`src/design/btkrl_pkg.sv`:
```
// shared types and constants of the bounded top-k rank list
`timescale 1ns / 1ps

package btkrl_pkg;

    localparam int CAPACITY_DEF = 16;
    localparam int MAX_RESULTS  = 16;
    localparam int ID_W         = 31;
    localparam int VAL_W        = 32;
    localparam int OP_W         = 2;
    localparam int DCNT_W       = 5;
    localparam int RANK_W       = 5;
    localparam int CFG_W        = 5;
    localparam int EXT_W        = 8;

    localparam logic [CFG_W-1:0] MAX_ENTRIES_RST = 5'd16;

    typedef enum logic [OP_W-1:0] {
        OP_INSERT = 2'd0,
        OP_FIND   = 2'd1,
        OP_DUMP   = 2'd2,
        OP_NOP    = 2'd3
    } t_opcode;

    // per-cycle control broadcast to every cell
    typedef struct packed {
        logic ins_en;
        logic head;
        logic load_sh;
        logic shift_sh;
    } t_cell_ctrl;

endpackage

```
`src/design/btkrl_cell.sv`:
```
// one cell of the rank chain: an entry, its insert decision and a dump shadow
`timescale 1ns / 1ps

module btkrl_cell import btkrl_pkg::*; (
    input  logic                    i_clk,
    input  t_cell_ctrl              i_ctrl,
    input  logic                    i_lead,
    input  logic                    i_occ,
    input  logic [ID_W-1:0]         i_new_id,
    input  logic signed [VAL_W-1:0] i_new_value,
    input  logic [ID_W-1:0]         i_prev_id,
    input  logic signed [VAL_W-1:0] i_prev_value,
    input  logic                    i_prev_lt,
    input  logic [ID_W-1:0]         i_below_shadow,
    output logic [ID_W-1:0]         o_id,
    output logic signed [VAL_W-1:0] o_value,
    output logic                    o_lt,
    output logic                    o_lt_occ,
    output logic                    o_match,
    output logic [ID_W-1:0]         o_shadow
);

    logic [ID_W-1:0]         r_id;
    logic signed [VAL_W-1:0] r_value;
    logic [ID_W-1:0]         r_shadow;
    logic                    w_ins_here;
    logic                    w_take_prev;

    assign o_lt_occ = i_occ && (r_value < i_new_value);
    assign o_lt     = !i_occ || o_lt_occ;
    assign o_match  = i_occ && (r_id == i_new_id);

    // new pair lands at the first cell below the new value, or at the front
    assign w_ins_here  = (i_lead && i_ctrl.head) || (!i_ctrl.head && o_lt && !i_prev_lt);
    assign w_take_prev = i_ctrl.head || i_prev_lt;

    always_ff @(posedge i_clk) begin
        if (i_ctrl.ins_en) begin
            if (w_ins_here) begin
                r_id    <= i_new_id;
                r_value <= i_new_value;
            end else if (w_take_prev) begin
                r_id    <= i_prev_id;
                r_value <= i_prev_value;
            end
        end
        if (i_ctrl.load_sh) begin
            r_shadow <= r_id;
        end else if (i_ctrl.shift_sh) begin
            r_shadow <= i_below_shadow;
        end
    end

    assign o_id     = r_id;
    assign o_value  = r_value;
    assign o_shadow = r_shadow;

endmodule

```
`src/design/bounded_top_k_rank_list_top.sv`:
```
// top level of the bounded top-k rank list: cell chain, sequencer and result register
`timescale 1ns / 1ps

// usage
//   input channel (i_valid / o_ready) carries one word: opcode, id, value, dump count
//   result channel (o_res_valid / i_res_ready) carries accepted, rank, id, out_valid, last
//   config channel (i_cfg_valid / o_cfg_ready) writes max_entries, always ready
// sequencing and throughput
//   insert: result registered at acceptance, one insert per cycle while results drain
//   find: match vector registered, rank encoded in the next cycle; no word is taken meanwhile
//   dump of m ids: ids copied into the shadow chain, then one id per cycle while results drain;
//   an empty dump answers with a single word; opcode 3 is taken and answers nothing
//   the rate is set by the single result register and the shadow chain shifting
//   one cell a cycle toward the head
// reset
//   synchronous, active low: list empty, limit 16, no result pending
// stalls
//   a waiting result holds the result register; new words are refused until it
//   is taken, dumps simply pause and resume

module bounded_top_k_rank_list_top import btkrl_pkg::*; #(
    parameter int CAPACITY = CAPACITY_DEF
) (
    input  logic                    i_clk,
    input  logic                    i_rst_n,
    input  logic                    i_valid,
    output logic                    o_ready,
    input  logic [OP_W-1:0]         i_opcode,
    input  logic [ID_W-1:0]         i_item_id,
    input  logic signed [VAL_W-1:0] i_item_value,
    input  logic [DCNT_W-1:0]       i_dump_count,
    output logic                    o_res_valid,
    input  logic                    i_res_ready,
    output logic                    o_accepted,
    output logic [RANK_W-1:0]       o_rank,
    output logic [ID_W-1:0]         o_out_id,
    output logic                    o_out_valid,
    output logic                    o_last,
    input  logic                    i_cfg_valid,
    output logic                    o_cfg_ready,
    input  logic [CFG_W-1:0]        i_cfg_data
);

    localparam int CW = $clog2(CAPACITY + 1);

    typedef enum logic [2:0] {
        S_IDLE = 3'b001,
        S_FIND = 3'b010,
        S_DUMP = 3'b100
    } t_state;

    // control state
    t_state             r_state;
    logic [CW-1:0]      r_count;
    logic [CFG_W-1:0]   r_max_entries;
    logic               r_res_valid;
    logic [RANK_W-1:0]  r_left;
    logic [RANK_W-1:0]  r_didx;

    // result word and find vector
    logic               r_accepted;
    logic [RANK_W-1:0]  r_rank;
    logic [ID_W-1:0]    r_out_id;
    logic               r_out_valid;
    logic               r_last;
    logic [CAPACITY-1:0] r_match;

    // chain wiring
    logic [ID_W-1:0]         w_id     [CAPACITY];
    logic signed [VAL_W-1:0] w_value  [CAPACITY];
    logic [ID_W-1:0]         w_shadow [CAPACITY];
    logic [CAPACITY-1:0]     w_lt;
    logic [CAPACITY-1:0]     w_lt_occ;
    logic [CAPACITY-1:0]     w_match;
    t_cell_ctrl              w_ctrl;

    logic               w_can_load;
    logic               w_in_acc;
    t_opcode            w_op;
    logic [EXT_W-1:0]   w_n8;
    logic [EXT_W-1:0]   w_lim8;
    logic [EXT_W-1:0]   w_n1;
    logic [EXT_W-1:0]   w_m8;
    logic [RANK_W-1:0]  w_m;
    logic               w_reject;
    logic               w_ins_ok;
    logic [CW-1:0]      n_count;
    logic [CAPACITY-1:0] w_iso;
    logic [RANK_W-1:0]  w_find_rank;
    logic               w_res_load;

    assign w_can_load  = !r_res_valid || i_res_ready;
    assign o_ready     = (r_state == S_IDLE) && w_can_load;
    assign o_cfg_ready = 1'b1;
    assign w_in_acc    = i_valid && o_ready;
    assign w_op        = t_opcode'(i_opcode);

    // limit: zero acts as one, clipped to the capacity
    assign w_n8 = EXT_W'(r_count);
    always_comb begin
        if (r_max_entries == '0) begin
            w_lim8 = EXT_W'(1);
        end else if (EXT_W'(r_max_entries) > EXT_W'(CAPACITY)) begin
            w_lim8 = EXT_W'(CAPACITY);
        end else begin
            w_lim8 = EXT_W'(r_max_entries);
        end
    end

    // not above the tail means no held entry is below the new value
    assign w_reject = !(|w_lt_occ) && (w_n8 >= w_lim8);
    assign w_ins_ok = w_in_acc && (w_op == OP_INSERT) && !w_reject;
    assign w_n1     = w_n8 + EXT_W'(1);
    assign n_count  = (w_n1 > w_lim8) ? CW'(w_lim8) : CW'(w_n1);

    // dump length: min of request, count and result limit
    always_comb begin
        w_m8 = EXT_W'(i_dump_count);
        if (w_n8 < w_m8) begin
            w_m8 = w_n8;
        end
        if (w_m8 > EXT_W'(MAX_RESULTS)) begin
            w_m8 = EXT_W'(MAX_RESULTS);
        end
    end
    assign w_m = RANK_W'(w_m8);

    // in a non-empty list the front is taken only by a value above the tail and not below the head
    always_comb begin
        w_ctrl.ins_en   = w_ins_ok;
        w_ctrl.head     = (r_count != '0) && (|w_lt_occ) && (i_item_value >= w_value[0]);
        w_ctrl.load_sh  = w_in_acc && (w_op == OP_DUMP);
        w_ctrl.shift_sh = (r_state == S_DUMP) && w_can_load;
    end

    // result register loads on an insert, an empty dump, a find answer or a dump id
    assign w_res_load = (w_in_acc && ((w_op == OP_INSERT) ||
                                      ((w_op == OP_DUMP) && (w_m == '0)))) ||
                        ((r_state inside {S_FIND, S_DUMP}) && w_can_load);

    // the cell chain
    for (genvar g = 0; g < CAPACITY; g++) begin : g_cell
        logic [ID_W-1:0]         w_pid;
        logic signed [VAL_W-1:0] w_pval;
        logic                    w_plt;
        logic [ID_W-1:0]         w_bsh;
        if (g == 0) begin : g_first
            assign w_pid  = '0;
            assign w_pval = '0;
            assign w_plt  = 1'b0;
        end else begin : g_rest
            assign w_pid  = w_id[g-1];
            assign w_pval = w_value[g-1];
            assign w_plt  = w_lt[g-1];
        end
        if (g == CAPACITY - 1) begin : g_tail
            assign w_bsh = '0;
        end else begin : g_inner
            assign w_bsh = w_shadow[g+1];
        end
        btkrl_cell u_cell (
            .i_clk          (i_clk),
            .i_ctrl         (w_ctrl),
            .i_lead         (g == 0),
            .i_occ          (r_count > CW'(g)),
            .i_new_id       (i_item_id),
            .i_new_value    (i_item_value),
            .i_prev_id      (w_pid),
            .i_prev_value   (w_pval),
            .i_prev_lt      (w_plt),
            .i_below_shadow (w_bsh),
            .o_id           (w_id[g]),
            .o_value        (w_value[g]),
            .o_lt           (w_lt[g]),
            .o_lt_occ       (w_lt_occ[g]),
            .o_match        (w_match[g]),
            .o_shadow       (w_shadow[g])
        );
    end

    // first match isolated, then encoded as a 1-based rank
    assign w_iso = r_match & (~r_match + CAPACITY'(1));
    always_comb begin
        w_find_rank = '0;
        for (int i = 0; i < CAPACITY; i++) begin
            w_find_rank = w_find_rank | ({RANK_W{w_iso[i]}} & RANK_W'(i + 1));
        end
    end

    // sequencer and result register
    always_ff @(posedge i_clk) begin
        if (!i_rst_n) begin
            r_state       <= S_IDLE;
            r_count       <= '0;
            r_max_entries <= MAX_ENTRIES_RST;
            r_res_valid   <= 1'b0;
            r_left        <= '0;
            r_didx        <= '0;
        end else begin
            if (i_cfg_valid && o_cfg_ready) begin
                r_max_entries <= i_cfg_data;
            end
            if (w_res_load) begin
                r_res_valid <= 1'b1;
            end else if (r_res_valid && i_res_ready) begin
                r_res_valid <= 1'b0;
            end
            if (w_ins_ok) begin
                r_count <= n_count;
            end
            case (r_state)
                S_IDLE: begin
                    if (w_in_acc) begin
                        case (w_op)
                            OP_INSERT: begin
                                r_accepted  <= !w_reject;
                                r_rank      <= '0;
                                r_out_id    <= '0;
                                r_out_valid <= 1'b0;
                                r_last      <= 1'b1;
                            end
                            OP_FIND: begin
                                r_match <= w_match;
                                r_state <= S_FIND;
                            end
                            OP_DUMP: begin
                                if (w_m == '0) begin
                                    r_accepted  <= 1'b0;
                                    r_rank      <= '0;
                                    r_out_id    <= '0;
                                    r_out_valid <= 1'b0;
                                    r_last      <= 1'b1;
                                end else begin
                                    r_left  <= w_m;
                                    r_didx  <= RANK_W'(1);
                                    r_state <= S_DUMP;
                                end
                            end
                            default: begin
                            end
                        endcase
                    end
                end
                S_FIND: begin
                    if (w_can_load) begin
                        r_accepted  <= 1'b0;
                        r_rank      <= w_find_rank;
                        r_out_id    <= '0;
                        r_out_valid <= 1'b0;
                        r_last      <= 1'b1;
                        r_state     <= S_IDLE;
                    end
                end
                S_DUMP: begin
                    if (w_can_load) begin
                        r_accepted  <= 1'b0;
                        r_rank      <= r_didx;
                        r_out_id    <= w_shadow[0];
                        r_out_valid <= 1'b1;
                        r_last      <= (r_left == RANK_W'(1));
                        r_didx      <= r_didx + RANK_W'(1);
                        r_left      <= r_left - RANK_W'(1);
                        if (r_left == RANK_W'(1)) begin
                            r_state <= S_IDLE;
                        end
                    end
                end
                default: begin
                    r_state <= S_IDLE;
                end
            endcase
        end
    end

    assign o_res_valid = r_res_valid;
    assign o_accepted  = r_accepted;
    assign o_rank      = r_rank;
    assign o_out_id    = r_out_id;
    assign o_out_valid = r_out_valid;
    assign o_last      = r_last;

`ifndef NO_ASSERTIONS
    // the fill count never passes the number of cells
    a_count_cap: assert property (@(posedge i_clk) disable iff (!i_rst_n)
        r_count <= CW'(CAPACITY))
        else $error("fill count above capacity");

    // an insert answers with a single final word in the next cycle
    a_insert_reply: assert property (@(posedge i_clk) disable iff (!i_rst_n)
        (w_in_acc && (w_op == OP_INSERT)) |=> (o_res_valid && o_last && (o_rank == '0)))
        else $error("insert reply missing or malformed");

    // a dump in progress always has ids left to send
    a_dump_left: assert property (@(posedge i_clk) disable iff (!i_rst_n)
        (r_state == S_DUMP) |-> (r_left != '0))
        else $error("dump running with nothing left");
`endif

endmodule

```
`config.mk`:
```
export PLATFORM = sky130hd
export DESIGN_NAME = bounded_top_k_rank_list_top
export DESIGN_NICKNAME = d
export VERILOG_FILES = /design/src/design/btkrl_pkg.sv /design/src/design/btkrl_cell.sv /design/src/design/bounded_top_k_rank_list_top.sv
export SDC_FILE = /design/constraint.sdc
export NUM_CORES = 2
export LEC_CHECK = 0
export BUFFER_PORTS_ARGS = -buffer_cell sky130_fd_sc_hd__buf_2
export CAP_MARGIN = 25
export CORE_ASPECT_RATIO = 0.75
export CORE_MARGIN = 5
export CORE_UTILIZATION = 65
export CTS_CLUSTER_SIZE = 14
export DETAILED_ROUTE_END_ITERATION = 10
export HOLD_SLACK_MARGIN = 0.06
export MAX_ROUTING_LAYER = met4
export PLACE_DENSITY_LB_ADDON = 0.2
export SETUP_SLACK_MARGIN = 0.3
export SYNTH_ARGS = -nofsm -noshare
export SYNTH_HDL_FRONTEND = slang
export SYNTH_SLANG_ARGS = --single-unit
export TNS_END_PERCENT = 100
```
`constraint.sdc`:
```
create_clock -name i_clk -period 67.8 [get_ports i_clk]
set_clock_uncertainty 0.2 [all_clocks]
set_input_delay 3.39 -clock i_clk [delete_from_list [all_inputs] [get_ports i_clk]]
set_output_delay 3.39 -clock i_clk [all_outputs]
set_load 0.005 [all_outputs]
```
=== Word-level counts from Yosys, hierarchy flattened ===
Index checks and enable logic that the tools add are counted.

* Register bits after elaboration: 1,583
* Output and inout bits: 42
* Word-level logic and storage cells: 493
* Bits of input ports: 80

* Add/subtract/negate cells: 4
* Order comparisons: 38
* Muxes and demuxes: 146
* Equal/unequal tests: 33
* Reductions and logical operators: 195
* Bitwise operators: 17

{| class="wikitable"
|+ Operators with widths
! operator !! count
|-
| $mux 31 || 68
|-
| $mux 32 || 32
|-
| $lt 32x32->1 || 16
|-
| $eq 31x31->1 || 16
|-
| $pmux 31 s3 || 1
|-
| $mux 5 || 16
|-
| $logic_and 1x1->1 || 76
|-
| $pmux 31 s2 || 1
|-
| $reduce_bool 2->1 || 21
|-
| $gt 5x4->1 const B || 8
|-
| $logic_not 1->1 || 35
|-
| $logic_or 1x1->1 || 35
|-
| $ge 32x32->1 || 1
|-
| $reduce_and 2->1 || 16
|-
| $pmux 5 s2 || 3
|-
| $or 4x4->4 || 7
|-
| $gt 5x3->1 const B || 4
|-
| $add 16x1->16 const B || 1
|-
| $and 16x16->16 || 1
|-
| $not 16->16 || 1
|-
| $reduce_or 16->1 || 1
|-
| $mux 3 || 5
|-
| $pmux 5 s3 || 1
|-
| $reduce_and 6->1 || 2
|-
| other kinds (41) || 65
|}

=== Depth between registers and ports, before layout ===
* Word-level depth: 20
* Depth in mapped cells: 16

=== Hierarchy ===
A second synthesis with hierarchy kept.

* Cells, all modules: 9,200
* Area total of the unflattened synthesis: 106,952.6 µm²

{| class="wikitable"
|+ Modules (own cells, without submodules)
! module !! area each (µm²) !! times used !! cells each
|-
| btkrl_cell (g_cell[0].u_cell ...) || 6,368.6 || 13 || 541
|-
| btkrl_cell (g_cell[7].u_cell ...) || 6,367.4 || 3 || 543
|-
| bounded_top_k_rank_list_top || 5,058.6 || 1 || 538
|}

=== Least setup slack after synthesis ===
OpenSTA, ideal clock, no wires.

* Path kind: input-to-reg
* From: in i_res_ready
* To: reg g_cell[0].u_cell.r_shadow[0], enable pin
* Slack: 27,606 ps
* Buffers on the path: 0
* Arrival time: 37,952 ps
* Setup time: 2,042 ps
* Stages: 2
* Data required time: 65,558 ps
* Path through: nor2b_1 o21ai_0

* Word-level cells in the longest chain between the ends: 5

{| class="wikitable"
|+ RTL lines
! what !! RTL line !! source
|-
| start: declaration || bounded_top_k_rank_list_top.sv:33 || <nowiki>input logic i_res_ready,</nowiki>
|-
| $logic_or 1x1->1 (*) || bounded_top_k_rank_list_top.sv:92 || <nowiki>assign w_can_load = !r_res_valid || i_res_ready;</nowiki>
|-
| $logic_and 1x1->1 || bounded_top_k_rank_list_top.sv:93 || <nowiki>assign o_ready = (r_state == S_IDLE) && w_can_load;</nowiki>
|-
| $logic_and 1x1->1 || bounded_top_k_rank_list_top.sv:95 || <nowiki>assign w_in_acc = i_valid && o_ready;</nowiki>
|-
| $logic_and 1x1->1 || bounded_top_k_rank_list_top.sv:132 || <nowiki>w_ctrl.load_sh = w_in_acc && (w_op == OP_DUMP);</nowiki>
|-
| $reduce_bool 2->1 (no source line) (*) || -- ||
|-
| end signal: assignment || btkrl_cell.sv:48 || <nowiki>r_shadow <= r_id;</nowiki>
|-
| end signal: assignment || btkrl_cell.sv:50 || <nowiki>r_shadow <= i_below_shadow;</nowiki>
|-
| end: declaration || btkrl_cell.sv:25 || <nowiki>logic [ID_W-1:0] r_shadow;</nowiki>
|}

Mark *: on every way between the ends. The rest lies on a longest branch, timed or not.
A chain may end at the register's enable or synchronous reset.

=== Worst setup path in the final report ===
* From: in i_item_value[15]
* To: reg g_cell[1].u_cell.r_id[10], enable pin

* Word-level cells in the longest chain between the ends: 10

{| class="wikitable"
|+ RTL lines
! what !! RTL line !! source
|-
| start: declaration || bounded_top_k_rank_list_top.sv:30 || <nowiki>input logic signed [VAL_W-1:0] i_item_value,</nowiki>
|-
| $lt 32x32->1 || btkrl_cell.sv:29 || <nowiki>assign o_lt_occ = i_occ && (r_value < i_new_value);</nowiki>
|-
| $logic_and 1x1->1 || btkrl_cell.sv:29 ||
|-
| $reduce_or 16->1 || bounded_top_k_rank_list_top.sv:111, bounded_top_k_rank_list_top.sv:131 ||
|-
| $logic_and 1x1->1 (2 in a row) || bounded_top_k_rank_list_top.sv:131 || <nowiki>w_ctrl.head = (r_count != '0) && (|w_lt_occ) && (i_item_value >= w_value[0]);</nowiki>
|-
| $logic_not 1->1 || btkrl_cell.sv:34 || <nowiki>assign w_ins_here = (i_lead && i_ctrl.head) || (!i_ctrl.head && o_lt && !i_prev_lt);</nowiki>
|-
| $logic_and 1x1->1 (2 in a row) || btkrl_cell.sv:34 ||
|-
| $reduce_bool 2->1 (no source line) || -- ||
|-
| $reduce_and 2->1 (no source line) (*) || -- ||
|-
| end signal: assignment || btkrl_cell.sv:40 || <nowiki>r_id <= i_new_id;</nowiki>
|-
| end signal: assignment || btkrl_cell.sv:43 || <nowiki>r_id <= i_prev_id;</nowiki>
|-
| end: declaration || btkrl_cell.sv:23 || <nowiki>logic [ID_W-1:0] r_id;</nowiki>
|}

Marked as above.

==> flow_summary.ini <==
[routing]
drc = 0
wl_per_cell_um = 27.9
drt_iter0_markers = 7656
vias = 56600
ant_nets = 0
firstDrtPassIters = 6
vias_per_cell = 6.52
drt_wl_total_um = 242000

[setup_path]
critPathLaunchType = primary input
endpoint_kind = flop
cp-startpoint = i_item_value[15]
timing.rr.end = g_cell[1].u_cell.o_id[10]
rrSetupSlack_ns = 61.03
r2r_cells = 14
critPathArrivalTime_ns = 10.10
crit_type = in -> reg
required_ns = 68.04
cp_max_fo = 64
rr_startpoint = g_cell[12].u_cell.o_value[13]

[pwr]
total_leakage_power_nw = 35.1
finalPower_mw = 2.32
vdd_drop_max_mv = 0.0241
p_per_area_nw_per_um2 = 25.3

[cts]
clk_pin_slew_worst_paths_ns = 0.07
numCtsBuffers = 154
postCtsSetupBuffers = 0
cts_tree = done
cts_buffer_depth = 3
cts_sinks = 1583
cts_resized = 0
root_buffer = clkbuf_16
holdBufCountCts = 0
clock_latency_ns = 0.82
cts.htree.levels = 4

[floorplanning]
fp.dieArea_um2 = 137000
fp.dieH_um = 322
rows = 114
start_util_pct = 65.4
die_width_um = 426
ios = 122
core_region_area_um2 = 129000

[yosys]
synth_edf_count = 1559
synthDistinctLibCells = 76
yosysTopAreaCell = edfxtp_1
synth-main-ff-cell = edfxtp_1
syn_area_per_cell_um2 = 12.4
synth_top_area_share_pct = 55.5
synthCells = 6795
synth_most_common_cell = nand2_1
synth_area_leaders = edfxtp_1 56%, mux2_2 11%, ha_1 7.7%
ys_ff_latch = 1583
syn_nets = 7394
async_reset_ff_share_pct = 0
yosysSeqAreaShare_pct = 56.1
synth_area_um2 = 84300
synth_warnings = 0
ys_top_cells_by_count = 1579 x nand2_1, 1559 x edfxtp_1, 852 x mux2_2

[placed_design]
dp.cells = 8389
dpl.hpwl_um = 164000
pre_cts_slack_ns = 57.40
dpl_cell_area_um2 = 86900
gp_congestion = 0.966
portBuffers = 120

[global_route]
grt_max_degree = 153
grt_first_pass_wirelength_um = 358000
track_usage_pct = 36.2
antenna_found_initial = 14
grt_remaining_overflow = 0
first_global_vias = 53900

[timing]
worstMarginPinSlew_ns = 1.19
fmax_mhz = 101
setup_violations = 0
finalHoldViolCount = 0
drv_slew = 0
layout_setup_ws_ns = 57.94
whs_ns = 0.298
relSlewSlack_pct = 20.3
min_period_over_period_pct = 14.5
period_needed_ns = 9.86
rsz0062_at_grt = false
tns_ns = 0

[finish]
drive_gt1_share_pct = 20.0
areaGrowthSynthToFinish_pct = 9.02
stdcell_count = 8683
nets = 7411
final_cell_area_um2 = 91900
fin_util_pct = 71.3
fill_cells = 8706

[min_path]
hold_depth = 2
hold_start = g_cell[8].u_cell.o_shadow[12]
hp-class = reg -> reg
min_to = g_cell[7].u_cell.o_shadow[12]

[outcome]
run_status = finished clean

[run]
maxCapViolCount = 0
-- cell families (layout without fill, tap and decap cells) --
| family | Yosys count | count (layout) | share of synthesized area [%] |
|---|---|---|---|
| muxes | 963 | 963 | 13.0 |
| and+or+nand+nor | 2227 | 2227 | 11.5 |
| other | 1 | 8 | 0.00445 |
| AOI/OAI and AO/OA | 542 | 542 | 4.18 |
| adders and majority gates | 519 | 519 | 7.71 |
| buffers and inverters | 451 | 592 | 2.22 |
| DFF | 1583 | 1583 | 56.1 |
| xor gates and xnor gates | 509 | 509 | 5.29 |
-- flip-flops by register name, summed over array words and instances (netlist names) --
signal	cells
g_cell.u_cell.o_id	496
g_cell.u_cell.o_shadow	496
g_cell.u_cell.o_value	512
o_accepted	1
o_last	1
o_out_id	31
o_out_valid	1
o_rank	5
o_res_valid	1
r_count	5
r_didx	5
r_left	5
r_match	16
r_max_entries	5
r_state	3
-- critical path: stages --
cell and delay [ns]:
buf_2 0.38, inv_1 0.49, ha_1 0.47, nand4_1 0.15, nor3_1 0.50, nor4b_1 0.59
or4_1 0.45, a21oi_1 0.18, xnor2_1 0.47, a221oi_2 0.17, and4_1 0.23, buf_4 0.25
o21ai_4 0.20, buf_4 0.75, o21ba_4 0.61, buf_4 0.69
-- where the power goes --
| part | leakage [nW] | switching, mW | total [mW] | internal (mW) |
|---|---|---|---|---|
| sequential | 14.4 | 0.0321 | 1.18 | 1.14 |
| clock | 2.38 | 0.388 | 0.860 | 0.473 |
| combinational | 18.2 | 0.190 | 0.287 | 0.0966 |
| total | 35.1 | 0.610 | 2.32 | 1.71 |
-- worst max-delay path by stage --
stage               slack [ns]  depth (start not counted)                            to
CTS                      58.21                         16     g_cell[1].u_cell.o_id[15]
global route             57.86                         16      g_cell[1].u_cell.o_id[9]
floorplan                27.61                          2  g_cell[0].u_cell.o_shadow[0]
global placement         57.42                         13   g_cell[4].u_cell.o_value[0]
detailed placement       57.40                         16      g_cell[1].u_cell.o_id[2]
finish                   57.94                         16     g_cell[1].u_cell.o_id[10]
-- cells in the final DEF (no fill, tap or decap), drive strengths merged, types with 7 or more instances in the layout --
cell type / n
o22ai: 7
diode: 7
nor4: 116
xor2: 403
a211o: 7
o21ai: 114
a31oi: 25
edfxtp: 1559
a221oi: 22
o21a: 12
nand4: 100
xnor2: 106
a221o: 9
nand2: 1579
a211oi: 19
clkbuf: 194
ha: 519
mux2i: 17
nor3: 43
nor2: 117
a21o: 63
nor2b: 27
buf: 244
nand3: 38
clkinv: 68
dfxtp: 24
o211ai: 9
and2: 138
and4: 22
a21oi: 199
inv: 73
bufinv: 12
mux2: 946
nand2b: 27
-- layout make-up --
type                            count  area (um^2)  share of cell area [%]
Tap cell                         1740         2180                    2.37
Inverter                           66          248                   0.270
Sequential cell                  1583        47300                    51.5
Clock buffer                      192         4060                    4.42
Multi-Input combinational cell   4761        35500                    38.7
Clock inverter                     88          826                   0.899
Timing Repair Buffer              246         1740                    1.90
Antenna cell                        7         17.5                  0.0191
-- per-layer routing --
| layer | part of all wire, % | global-route usage [%] | wire length, um | vias to the layer above |
|---|---|---|---|---|
| met4 | 2.9 | 10.1 | 6910 | 0 |
| met1 | 42 | 53.2 | 101000 | 28100 |
| met3 | 12 | 7.94 | 30000 | 405 |
| met2 | 43 | 51.1 | 105000 | 3398 |
| met5 | 0 | - | 0 | - |
| li1 | - | - | - | 24700 |
Power figures use the tool's default switching activity.
